$ cat config.mk
export PLATFORM = sky130hd
export DESIGN_NAME = mau_ctrl
export DESIGN_NICKNAME = d
export VERILOG_FILES = /design/src/rtl/mau_pkg.sv /design/src/rtl/mau_ctrl.sv
export SDC_FILE = /design/constraint.sdc
export NUM_CORES = 1
export LEC_CHECK = 0
export BUFFER_PORTS_ARGS = -buffer_cell sky130_fd_sc_hd__buf_2
export CORE_MARGIN = 4
export CORE_UTILIZATION = 54
export DETAILED_ROUTE_END_ITERATION = 8
export PLACE_DENSITY = 0.77
export SYNTH_ARGS = -nofsm -noshare
export SYNTH_HDL_FRONTEND = slang
export SYNTH_SLANG_ARGS = --single-unit
$ cat constraint.sdc
create_clock -name clk -period 2.1 [get_ports clk]
set_input_delay 0.315 -clock clk [delete_from_list [all_inputs] [get_ports clk]]
set_output_delay 0.315 -clock clk [all_outputs]
set_load 0.01 [all_outputs]
$ cat src/rtl/mau_pkg.sv
`timescale 1ns / 1ps
package mau_pkg;

	// Operation codes carried by the op field
	localparam logic [1:0] OP_POW = 2'd0;
	localparam logic [1:0] OP_INV = 2'd1;
	localparam logic [1:0] OP_GCD = 2'd2;

	localparam logic [63:0] MODULUS_RESET = 64'd1000000007;

	// Micro-operations issued by the controller to the datapath
	typedef enum logic [4:0] {
		UOP_NOP,
		UOP_LOAD,
		UOP_DIV_A_M,
		UOP_P_INIT,
		UOP_MUL_XA,
		UOP_MUL_AA,
		UOP_DIV_PROD,
		UOP_SET_X,
		UOP_SET_A_SHIFT,
		UOP_I_INIT,
		UOP_DIV_AB,
		UOP_I_STEP,
		UOP_I_MUL,
		UOP_I_UPD,
		UOP_DIV_BA,
		UOP_G_STEP,
		UOP_OUT_ZERO,
		UOP_OUT_X,
		UOP_OUT_INV,
		UOP_OUT_B
	} uop_t;

	// Datapath status seen by the controller
	typedef struct packed {
		logic [1:0] op;
		logic       m_zero;
		logic       m_le1;
		logic       wa_zero;
		logic       wb_zero;
		logic       wb_lsb;
		logic       div_done;
	} dp_status_t;

endpackage

$ cat src/rtl/mau_ctrl.sv
`timescale 1ns / 1ps
// Controller: sequences micro-operations and owns both handshakes
module mau_ctrl (
	input  logic                clk,
	input  logic                arst_n,
	input  logic                in_valid,
	output logic                in_ready,
	output logic                out_valid,
	input  logic                out_ready,
	input  mau_pkg::dp_status_t status,
	output mau_pkg::uop_t       uop
);
	typedef enum logic [4:0] {
		S_IDLE, S_DISPATCH,
		S_P_RED, S_P_LOOP, S_P_MULX, S_P_WX, S_P_SQ, S_P_MULA, S_P_WA,
		S_I_RED, S_I_LOOP, S_I_WDIV, S_I_MUL, S_I_UPD,
		S_G_LOOP, S_G_WDIV,
		S_DONE
	} state_t;

	state_t        state_q, state_d;
	mau_pkg::uop_t res_q, res_d;
	logic          out_valid_q;
	logic          emit;

	// next state and micro-op
	always_comb begin
		state_d = state_q;
		res_d   = res_q;
		uop     = mau_pkg::UOP_NOP;
		emit    = 1'b0;
		unique case (state_q)
			S_IDLE: if (in_valid) begin
				uop     = mau_pkg::UOP_LOAD;
				state_d = S_DISPATCH;
			end
			S_DISPATCH: begin
				priority if (status.op == mau_pkg::OP_POW) begin
					if (status.m_zero) begin
						res_d = mau_pkg::UOP_OUT_ZERO; state_d = S_DONE;
					end else begin
						uop = mau_pkg::UOP_DIV_A_M; state_d = S_P_RED;
					end
				end else if (status.op == mau_pkg::OP_INV) begin
					if (status.m_le1) begin
						res_d = mau_pkg::UOP_OUT_ZERO; state_d = S_DONE;
					end else begin
						uop = mau_pkg::UOP_DIV_A_M; state_d = S_I_RED;
					end
				end else if (status.op == mau_pkg::OP_GCD) begin
					state_d = S_G_LOOP;
				end else begin
					res_d = mau_pkg::UOP_OUT_ZERO; state_d = S_DONE;
				end
			end
			S_P_RED: if (status.div_done) begin
				uop = mau_pkg::UOP_P_INIT; state_d = S_P_LOOP;
			end
			S_P_LOOP: begin
				priority if (status.wb_zero) begin
					res_d = mau_pkg::UOP_OUT_X; state_d = S_DONE;
				end else if (status.wb_lsb) begin
					uop = mau_pkg::UOP_MUL_XA; state_d = S_P_MULX;
				end else begin
					uop = mau_pkg::UOP_MUL_AA; state_d = S_P_MULA;
				end
			end
			S_P_MULX: begin
				uop = mau_pkg::UOP_DIV_PROD; state_d = S_P_WX;
			end
			S_P_WX: if (status.div_done) begin
				uop = mau_pkg::UOP_SET_X; state_d = S_P_SQ;
			end
			S_P_SQ: begin
				uop = mau_pkg::UOP_MUL_AA; state_d = S_P_MULA;
			end
			S_P_MULA: begin
				uop = mau_pkg::UOP_DIV_PROD; state_d = S_P_WA;
			end
			S_P_WA: if (status.div_done) begin
				uop = mau_pkg::UOP_SET_A_SHIFT; state_d = S_P_LOOP;
			end
			S_I_RED: if (status.div_done) begin
				uop = mau_pkg::UOP_I_INIT; state_d = S_I_LOOP;
			end
			S_I_LOOP: begin
				if (status.wb_zero) begin
					res_d = mau_pkg::UOP_OUT_INV; state_d = S_DONE;
				end else begin
					uop = mau_pkg::UOP_DIV_AB; state_d = S_I_WDIV;
				end
			end
			S_I_WDIV: if (status.div_done) begin
				uop = mau_pkg::UOP_I_STEP; state_d = S_I_MUL;
			end
			S_I_MUL: begin
				uop = mau_pkg::UOP_I_MUL; state_d = S_I_UPD;
			end
			S_I_UPD: begin
				uop = mau_pkg::UOP_I_UPD; state_d = S_I_LOOP;
			end
			S_G_LOOP: begin
				if (status.wa_zero) begin
					res_d = mau_pkg::UOP_OUT_B; state_d = S_DONE;
				end else begin
					uop = mau_pkg::UOP_DIV_BA; state_d = S_G_WDIV;
				end
			end
			S_G_WDIV: if (status.div_done) begin
				uop = mau_pkg::UOP_G_STEP; state_d = S_G_LOOP;
			end
			S_DONE: if (!out_valid_q || out_ready) begin
				uop     = res_q;
				emit    = 1'b1;
				state_d = S_IDLE;
			end
			default: state_d = S_IDLE;
		endcase
	end

	// state and registered outputs
	always_ff @(posedge clk or negedge arst_n) begin
		if (!arst_n) begin
			state_q     <= S_IDLE;
			res_q       <= mau_pkg::UOP_OUT_ZERO;
			out_valid_q <= 1'b0;
		end else begin
			state_q <= state_d;
			res_q   <= res_d;
			if (emit) begin
				out_valid_q <= 1'b1;
			end else if (out_ready) begin
				out_valid_q <= 1'b0;
			end
		end
	end

	assign in_ready  = (state_q == S_IDLE);
	assign out_valid = out_valid_q;
endmodule

======== Yosys cells after proc, flatten, opt, wreduce, memory -nomap -nowiden ========
Cells that the tools add are included.
storage, ports and cells
  register bits ........................... 11
  input port bits ......................... 12
operators by class
  eq/ne operators ......................... 31
  multiplexer cells ....................... 47
  reductions and logical operators ........ 10
operators by type and width
  cell                count
  $pmux 5 s16         2
  $mux 5              25
  $eq 5x4->1 const B  8
  $mux 4              6
  $eq 5x3->1 const B  4
  $pmux 5 s4          1
  $ne 2x2->1 const B  9
  $reduce_and 7->1    2
  $eq 5x2->1 const B  2
  $mux 2              5
  $ne 4x4->1 const B  2
  $mux 1              6
  $mux 3              2
  $eq 5x1->1 const B  1
  $eq 5x5->1 const B  1
  $logic_not 5->1     1
  $reduce_bool 4->1   1
  $reduce_or 2->1     2
  $ne 3x3->1 const B  1
  $eq 2x1->1 const B  1
  $eq 2x2->1 const B  1
  $logic_not 2->1     1
  $ne 2x1->1 const B  1
  $reduce_bool 2->1   1
  other kinds (2)     2

======== Logic depth before layout (Yosys ltp) ========
Gate-level depths: netlist (run 1).
  word-level depth ........................ 5
  depth in mapped cells ................... 8

======== Least setup slack after synthesis (run 1) ========
No wires, ideal clock.
  kind .................................... register to output
  from .................................... register state_q[2]
  to ...................................... output uop[1]
  data arrival time ....................... 1623 ps
  data required time ...................... 1785 ps
  setup slack ............................. 162 ps
  cell stages (with the launch flop) ...... 6
  buffers on the path ..................... 2
  cells stage by stage .................... dfrtp_1 > buf_6 > or2_1 > buf_6 > or3_1 > o311ai_1
on the way
  word-level cells in the longest chain between the ends .. 3
  elaborated cells on any way between the ends .. 19
RTL lines
  what                       line             source
  start: declaration         mau_ctrl.sv:21   state_t state_q, state_d;
  start signal: assignment   mau_ctrl.sv:128  state_q <= state_d;
  $eq 5x3->1                 mau_ctrl.sv:32   unique case (state_q)
  $reduce_or 2->1 (no line)  --
  $pmux 5 s16 *              mau_ctrl.sv:32
  end: declaration           mau_ctrl.sv:11   output mau_pkg::uop_t uop
Every way passes the cells marked *; elsewhere a longest branch is shown, timed or not.

======== Worst setup path in the final report (run 1) ========
  from .................................... register state_q[0]
  to ...................................... output uop[1]
The elaborated chain is that of the path after synthesis.

==> metrics.cfg, run 1 <==
[status]
run_status=finished with violations
failed_checks=setup timing

[hold_path]
hp-start=out_ready
hp-class=primary input to flop

[detailed_routing]
vias=1278
wirelength_um=3520
met1_length_um=1330
postRouteAntennaNets=0
met3_wirelength_um=454
top_layer=met4
wl_met2_um=1570
drc=0
vias_per_cell=6.73
wire_per_inst_um=18.5
dr.first_iter.drc_count=112
drt_pass1_iterations=4

[clock_network]
ctsRootBufferMaster=clkbuf_4
clkSinkCount=8
cts_buffer_depth=2
clkSlewWorstSetupHoldPaths_ns=0.06
h-tree-depth=1
cts_tree=yes
clk_latency_ns=0.27
numCtsBuffers=3

[synth]
synth_area_um2=991
synth_nets=147
ys_types=45
ys_warn_count=0
yosys.area.top_type=dfrtp_1
seq_area_frac_synth_pct=20.2
synthArstFlopShare_pct=100
synthFlopType=dfrtp_1
yosysTopAreaCellShare_pct=20.2
synth_area_per_cell_um2=7.34
ys_ff_latch=8
syn_inst=135
ys_top_cells_by_area=dfrtp_1 (20%), nand2b_1 (6.3%), mux2i_1 (5.1%)
synth_edf_count=0

[placement]
globalplace.congestion=0.929
dpl_worst_slack_ns=0.137
io_buffer_count=18
dp_hpwl_um=2050

[worst_setup_path]
worst-endpoint-arrival_ns=1.85
worst-path-max-fanout=5
cp-startpoint=state_q[0]
endpoint_kind=output port
critical_path_class=flop to output port
startpoint_type=flop
required_ns=1.78
worstReg2RegStart=state_q[3]

[die]
coreArea_um2=1730
num_rows=15
start_util_pct=57.4
io_pins=19
die_area_um2=2580
die_x_um=50.8
die_h_um=50.8

[timing]
worst_slack_ns=-0.0697
max_freq_ghz=0.461
min_period_over_period_pct=103
hold_violations=0
min_period_ns=2.17
clock_skew_ns=0.00374
worst_slew_pin_slew_ns=0.438
rsz0062_at_grt=yes
drv_slew=0
slew_headroom_pct=70.0
whs_ns=0.367
setup_viol_count_final=1

[final_layout]
num_antenna_cells=0
seqCellArea_um2=205
drive_gt1_share_pct=40.6
area_growth_pct=37.8
multi_input_area_um2=785
final_nets=179
fillers=127

[power]
power.density_nw_per_um2=1220
vdd_drop_max_mv=0.874
p_leak_nw=0.620

[run]
maxCapViolCount=0

[global_routing]
grt_usage_pct=24.8
grt_pass1_vias=1060
grt_pass1_wl_um=4800
grt_max_degree=23
antenna_found_initial=0
grt_overflow=0

[stage by stage]
step | TNS, ns | utilization, % | instances | cell area (um2) | power, mW
floorplan | 0 | - | 135 | 991 | 0.909
global placement | 0 | 63.7 | 173 | 1100 | 1.13
detailed placement | 0 | 63.7 | 173 | 1100 | 1.14
CTS | 0 | 68.0 | 180 | 1170 | 1.33
global route | -0.150 | 79.1 | 190 | 1370 | 1.75
finish | -0.0697 | 79.1 | 190 | 1370 | 1.66
[critical path: stages, from the launching register on]
cell	delay, ns
dfrtp_2	0.45
buf_4	0.16
inv_1	0.18
mux2i_1	0.28
o311a_1	0.23
o311ai_2	0.12
buf_2	0.16
[synth_stat cells, types with 2 or more instances]
library cell	instances
nand2_1	12
nor2_1	11
nand2b_1	10
a21oi_1	9
dfrtp_1	8
buf_2	6
o21ai_0	6
inv_1	5
mux2i_1	5
nor2b_1	5
clkbuf_1	4
nand3_1	4
nor3_1	4
nor4_1	4
o21ai_1	4
and3_1	3
a2111oi_0	2
a211o_1	2
a211oi_1	2
a21boi_0	2
a21o_1	2
buf_6	2
[path summary, 6_finish.rpt]
path	end	slack [ns]	cells after the start
setup / recovery	uop[1]	-0.07	6
hold / removal	out_valid	0.37	3
setup reg to reg	res_q[0]	0.18	6
hold reg to reg	res_q[1]	0.55	1
max in group asynchronous	state_q[4]	1.51	2
min in group asynchronous	out_valid	0.41	2
[placed cells by master (no fill, tap or decap), types with 2 or more instances in the layout]
cell / synthesis / layout
buf_4: 0 / 17
a21oi_1: 9 / 9
clkbuf_4: 0 / 3
a211o_1: 2 / 2
nor2b_1: 5 / 2
o21ai_1: 4 / 4
buf_8: 0 / 2
dfrtp_2: 0 / 4
a2111oi_0: 2 / 2
nor2_1: 11 / 11
a211oi_1: 2 / 2
and3_1: 3 / 2
a21o_1: 2 / 2
mux2i_1: 5 / 5
inv_1: 5 / 5
nand2_1: 12 / 12
buf_2: 6 / 18
o21ai_0: 6 / 6
nand3_1: 4 / 4
nor2b_4: 1 / 2
dfrtp_1: 8 / 4
nor3_1: 4 / 3
nand2b_1: 10 / 8
nor4_1: 4 / 2
nor2b_2: 0 / 2
[routing by layer]
| layer | up-vias | global-route usage (%) |
|---|---|---|
| li1 | 561 | - |
| met1 | 570 | 35.1 |
| met2 | 121 | 37.0 |
| met3 | 26 | 6.41 |
| met4 | 0 | 7.17 |
| met5 | - | 0 |
[cell families after synthesis]
group           after synthesis  synth area share [%]
compound gates               44                  31.3
buf+inv                      18                  9.22
flops                         8                  20.2
mux                           7                  7.70
simple gates                 58                  31.6
[state kept, by name, summed over array words and instances, names as in the netlist]
signal and flops:
state_q 5, out_valid 1, res_q 2
[timing repair]
action	in CTS	in global routing
cloned	0	1
pin swaps	0	3
setup buffers	3	9
hold endpoints to repair	8	0
setup endpoints to repair	2	3
gates resized for setup	6	23
hold buffers	1	0
[where the power goes]
group | internal [mW] | switching (mW)
logic | 0.593 | 0.671
clock network | 0.0658 | 0.0584
registers | 0.205 | 0.0661
total | 0.863 | 0.795
[cell type report]
type,count,share of cell area [%]
multi-input cells,109,57.5
repair buffers,40,22.2
flip-flops and latches,8,15.0
well taps,25,2.29
clock buffers,3,1.65
inverters,5,1.37
Note: power is estimated with default switching activity, not from simulation.
==> run 2, diff against run 1 <==
- CORE_UTILIZATION: 54 -> 49
- PLACE_DENSITY: 0.77 -> 0.74
- clock period: 2.1 -> 1.76 ns (I/O delays scaled with it)
==> run 2 against run 1 <==
Net effect: clock skew decreased by 0.0016 ns; the flow still finishes with violations (setup timing); non-clock buffer count is 14 higher; worst setup slack got worse by 0.18 ns; cell count increased by 8.4%; sequential power is 7% higher; critical path type unchanged; clock power rose by 10%; critical path depth unchanged; worst hold slack got worse by 0.048 ns.
==> metrics.cfg, run 2 (synthesis results as in run 1) <==
[die]
die_h_um=53.0  ; +4.2%
die_area_um2=2810  ; +8.6%
die_x_um=53.0  ; +4.2%
io_pins=19  ; unchanged
num_rows=16  ; +1
start_util_pct=51.0  ; -6.4 points
coreArea_um2=1940  ; +12%

[final_layout]
top_register=state_q
fillers=132  ; +3.9%
num_antenna_cells=0  ; unchanged
final_nets=193  ; +7.8%
area_growth_pct=58.1
largest_reg_flops=5  ; unchanged
layout_common_cells=buf_4 (25), buf_2 (19), nor2_1 (10), nand2_1 (10), nand2b_1 (8)
layout_commonest_cell=buf_4
fin_util_pct=80.7  ; +1.6 points
drive_gt1_share_pct=51.4  ; +11 points

[power]
swShare_pct=47.3  ; -0.68 points
pwr-share-comb_pct=80.6  ; +4.4 points
p_int_mw=1.16  ; +34%
clkPwrFrac_pct=6.2  ; -1.3 points
power.switching_mw=1.04  ; +31%
p_leak_nw=0.741  ; +20%
finalPower_mw=2.20  ; +33%
seqPwrFrac_pct=13.2  ; -3.1 points
power.density_nw_per_um2=1400  ; +16%
vdd_drop_max_mv=1.13  ; +30%

[detailed_routing]
wire_per_inst_um=18.5  ; +0.24%
vias_per_cell=6.29  ; -6.5%
wirelength_um=3820  ; +8.7%
drt_pass1_iterations=4  ; unchanged
postRouteAntennaNets=0  ; unchanged
vias=1296  ; +1.4%
dr.first_iter.drc_count=69  ; -38%
drc=0  ; unchanged

[clock_network]
ctsRootBufferMaster=clkbuf_4
cts_buffer_depth=2  ; unchanged
clkSlewWorstSetupHoldPaths_ns=0.05  ; about the same
clk_latency_ns=0.25  ; -0.02 ns
cts_tree=yes
h-tree-depth=1  ; unchanged
numCtsBuffers=3  ; unchanged
clkSinkCount=8  ; unchanged

[run]
maxCapViolCount=0  ; unchanged

[timing]
rsz0062_at_grt=yes
hold_violations=0  ; unchanged
whs_ns=0.319  ; -0.0483 ns
min_period_over_period_pct=114
setup_viol_count_final=6  ; +5
max_freq_ghz=0.498
min_period_ns=2.01
clock_skew_ns=0.00211  ; -0.00163 ns
drv_slew=0  ; unchanged
worst_slack_ns=-0.248  ; -0.178 ns
worst_slew_pin_slew_ns=0.488  ; +0.0499 ns
slew_headroom_pct=67.4  ; -2.7 points

[placement]
globalplace.congestion=0.970  ; +4.5%
dpl_worst_slack_ns=-0.0908  ; -0.228 ns
io_buffer_count=18  ; unchanged
dp_hpwl_um=2340  ; +14%

[global_routing]
grt_pass1_vias=1205  ; +14%
antenna_found_initial=0  ; unchanged
grt_pass1_wl_um=5200  ; +8.5%
grt_overflow=0  ; unchanged
grt_max_degree=17  ; -26%
grt_usage_pct=25.7  ; +0.88 points

[status]
run_status=finished with violations
failed_checks=setup timing

[worst_setup_path]
reg2reg_depth=6  ; unchanged
required_ns=1.50  ; -0.28 ns
critical_path_class=flop to output port
startpoint_type=flop
worst-path-max-fanout=6  ; +1
worst-endpoint-arrival_ns=1.74  ; -0.11 ns
endpoint_kind=output port
r2r_slack_ns=-0.05  ; -0.23 ns
worstReg2RegStart=state_q[2]
r2r-end=res_q[0]

[hold_path]
hp-start=out_ready
whs_path_depth=3  ; unchanged
holdPathEnd=out_valid
hp-class=primary input to flop

run 2: cell types whose count changed in the layout (fill, tap and decap cells not counted), moves of 3 or more:
cell / change
a21oi_2: +3
o21ai_0: -4
dfrtp_1: +3
buf_6: +7
a21oi_1: -3
dfrtp_2: -3
buf_4: +8
run 2: worst max-delay path by stage:
stage | from | to | slack [ns]
final | state_q[2] | uop[1] | -0.25
after global routing | state_q[2] | uop[1] | -0.32
after CTS | state_q[0] | uop[1] | -0.21
after detailed placement | state_q[2] | uop[0] | -0.09
after global placement | state_q[2] | uop[0] | -0.08
after floorplan | state_q[2] | uop[0] | -0.02
run 2: final cells by class:
| type | instances | area, um2 | area share, % |
|---|---|---|---|
| inverters | 5 | 18.8 | 1.20 |
| multi-input cells | 109 | 883 | 56.4 |
| flip-flops and latches | 8 | 201 | 12.9 |
| clock buffers | 3 | 22.5 | 1.44 |
| well taps | 27 | 33.8 | 2.16 |
| repair buffers | 54 | 407 | 26.0 |
run 2: timing repair:
action | 4_1_cts | 5_1_grt
hold endpoints to repair | 8 | 0
gates cloned | 0 | 1
buffers inserted | 0 | 9
pin swaps | 2 | 9
endpoints found under the setup margin | 7 | 12
hold buffers | 1 | 0
gates resized for setup | 19 | 30
run 2: metal layers:
metal	routed length [um]	share of wire, %	track usage (%)
met5	0	0	0
met4	240	6.3	18.7
met3	280	7.3	3.38
met2	1800	47	42.1
met1	1500	39	30.3
run 2: power by group through the flow:
stage               Clock (mW)  Combinational (mW)  Sequential (mW)
detailed placement           0                1.36            0.275
floorplan                    0               0.873            0.267
global route             0.152                1.88            0.293
finish                   0.137                1.77            0.290
CTS                      0.141                1.48            0.276
global placement             0                1.34            0.271
run 2: per-stage QoR:
step | std cells | setup TNS (ns) | cell area [um2]
2_1_floorplan | 135 | -0.0430 | 1020
3_3_place_gp | 193 | -0.0931 | 1280
3_5_place_dp | 193 | -0.178 | 1280
4_1_cts | 197 | -0.580 | 1390
5_1_grt | 206 | -1.54 | 1570
6_report | 206 | -0.677 | 1570
run 2: critical path, cell delays in order (launching register included):
cell	delay (ns)
dfrtp_1	0.39
buf_6	0.16
nand2_4	0.05
or4_4	0.50
o311a_4	0.16
o311ai_4	0.06
buf_2	0.17
==> run 3, diff against run 2 <==
- SKIP_CTS_REPAIR_TIMING: unset -> 1
- TNS_END_PERCENT: unset -> 30
==> run 3 against run 2 <==
Net effect: the flow still finishes with violations (setup timing); worst setup slack better by 0.0070 ns; worst hold slack improved by 0.0013 ns; combinational power is 10% lower; highest routed layer unchanged.
==> metrics.cfg, run 3 (synthesis results as in run 1) <==
[run]
maxCapViolCount=0  ; unchanged

[clock_network]
clkSlewWorstSetupHoldPaths_ns=0.05  ; about the same
numCtsBuffers=3  ; unchanged
cts_buffer_depth=2  ; unchanged
clkSinkCount=8  ; unchanged
cts_tree=yes
h-tree-depth=1  ; unchanged
clk_latency_ns=0.25  ; about the same
ctsRootBufferMaster=clkbuf_4

[timing]
setup_viol_count_final=6  ; unchanged
slew_headroom_pct=68.1  ; +0.75 points
min_period_ns=2.00  ; -0.00699 ns
min_period_over_period_pct=114  ; -0.40 points
finalSetupTns_ns=-0.856  ; -0.179 ns
clock_skew_ns=0.00273  ; +0.000619 ns
worst_slew_pin_slew_ns=0.477  ; -0.0112 ns
worst_slack_ns=-0.241  ; +0.00699 ns
rsz0062_at_grt=yes
hold_violations=0  ; unchanged
drv_slew=0  ; unchanged
max_freq_ghz=0.500  ; +0.35%

[worst_setup_path]
worst-path-max-fanout=4  ; -2
slowest_delay_ns=0.38  ; -0.12 ns
worstPathCellList=or2_4, or3_4, o311ai_4, buf_2
endpoint_kind=output port
required_ns=1.50  ; about the same
critical_path_class=flop to output port
startpoint_type=flop
worst-endpoint-arrival_ns=1.74  ; about the same
crit_slowest_cell=dfrtp_1

[status]
failed_checks=setup timing
run_status=finished with violations

[placement]
dpl_worst_slack_ns=-0.0908  ; unchanged
globalplace.congestion=0.970  ; unchanged
dp_hpwl_um=2340  ; unchanged
io_buffer_count=18  ; unchanged

[hold_path]
hp-class=primary input to flop

[final_layout]
layout_common_cells=buf_4 (22), buf_2 (18), nand2_1 (12)
fillers=157  ; +19%
final_nets=185  ; -4.1%
num_antenna_cells=0  ; unchanged
largest_reg_flops=5  ; unchanged
drive_gt1_share_pct=43.9  ; -7.5 points
fin_util_pct=74.6  ; -6.1 points
top_register=state_q
area_growth_pct=46.2
layout_commonest_cell=buf_4

[die]
num_rows=16  ; unchanged
io_pins=19  ; unchanged
die_area_um2=2810  ; unchanged
die_x_um=53.0  ; unchanged
die_h_um=53.0  ; unchanged
start_util_pct=51.0  ; unchanged
coreArea_um2=1940  ; unchanged

[detailed_routing]
postRouteAntennaNets=0  ; unchanged
wire_per_inst_um=16.9  ; -9.0%
vias_per_cell=6.29  ; about the same
vias=1245  ; -3.9%
dr.first_iter.drc_count=84  ; +22%
drc=0  ; unchanged
wirelength_um=3340  ; -13%
drt_pass1_iterations=4  ; unchanged

[global_routing]
grt_max_degree=17  ; unchanged
grt_pass1_wl_um=4940  ; -5.0%
grt_pass1_vias=1142  ; -5.2%
grt_usage_pct=24.1  ; -1.6 points
antenna_found_initial=0  ; unchanged
grt_overflow=0  ; unchanged

[power]
power.density_nw_per_um2=1390  ; -1.2%
p_leak_nw=0.673  ; -9.2%
finalPower_mw=2.01  ; -8.6%
vdd_drop_max_mv=1.04  ; -8.1%

-- run 3: changes by cell type in the layout (fill, tap and decap cells not counted), moves of 2 or more --
| cell | change |
|---|---|
| a21boi_2 | -2 |
| a21oi_2 | -2 |
| a21oi_1 | +2 |
| o21ai_0 | +2 |
| buf_4 | -3 |
| buf_6 | -3 |
| nand2_1 | +2 |
-- run 3: critical path, delay by kind of cell, from the launching register on --
family / cells / cell delay (ns)
AOI/OAI and AO/OA: 1 / 0.27
buffers and inverters: 1 / 0.17
DFF: 1 / 0.38
and+or+nand+nor: 2 / 0.66
-- run 3: final cells by class --
cell class / instances / area, um2 / share of cell area [%]
clock buffer: 3 / 22.5 / 1.55
inverter: 5 / 18.8 / 1.30
multi-input combinational: 109 / 842 / 58.1
sequential: 8 / 201 / 13.9
tap: 27 / 33.8 / 2.33
timing repair buffer: 46 / 330 / 22.8
-- run 3: final timing paths --
| check | from | to | slack (ns) | depth (start not counted) |
|---|---|---|---|---|
| max in group asynchronous | arst_n | state_q[4] | 1.19 | 2 |
| min in group asynchronous | arst_n | state_q[3] | 0.39 | 2 |
| setup / recovery | state_q[3] | uop[1] | -0.24 | 4 |
| setup reg to reg | state_q[3] | res_q[0] | -0.13 | 6 |
| hold / removal | out_ready | out_valid | 0.32 | 3 |
| hold reg to reg | res_q[1] | res_q[1] | 0.50 | 1 |
-- run 3: through the flow --
| step | instance area (um2) | hold WS, ns | cells |
|---|---|---|---|
| floorplan | 1020 | -0.0316 | 135 |
| global placement | 1280 | 0.111 | 193 |
| detailed placement | 1280 | 0.115 | 193 |
| CTS | 1310 | -0.158 | 196 |
| global route | 1450 | 0.322 | 198 |
| finish | 1450 | 0.320 | 198 |
-- run 3: where the power goes --
part | switching, mW | internal, mW
Combinational | 0.838 | 0.752
Clock | 0.0595 | 0.0778
Sequential | 0.0422 | 0.240
-- run 3: layer usage --
metal,vias up,track usage [%],wire [um]
li1,573,-,-
met1,564,29.1,1380
met2,92,38.8,1540
met3,16,3.10,281
met4,0,17.0,147
met5,-,0,0
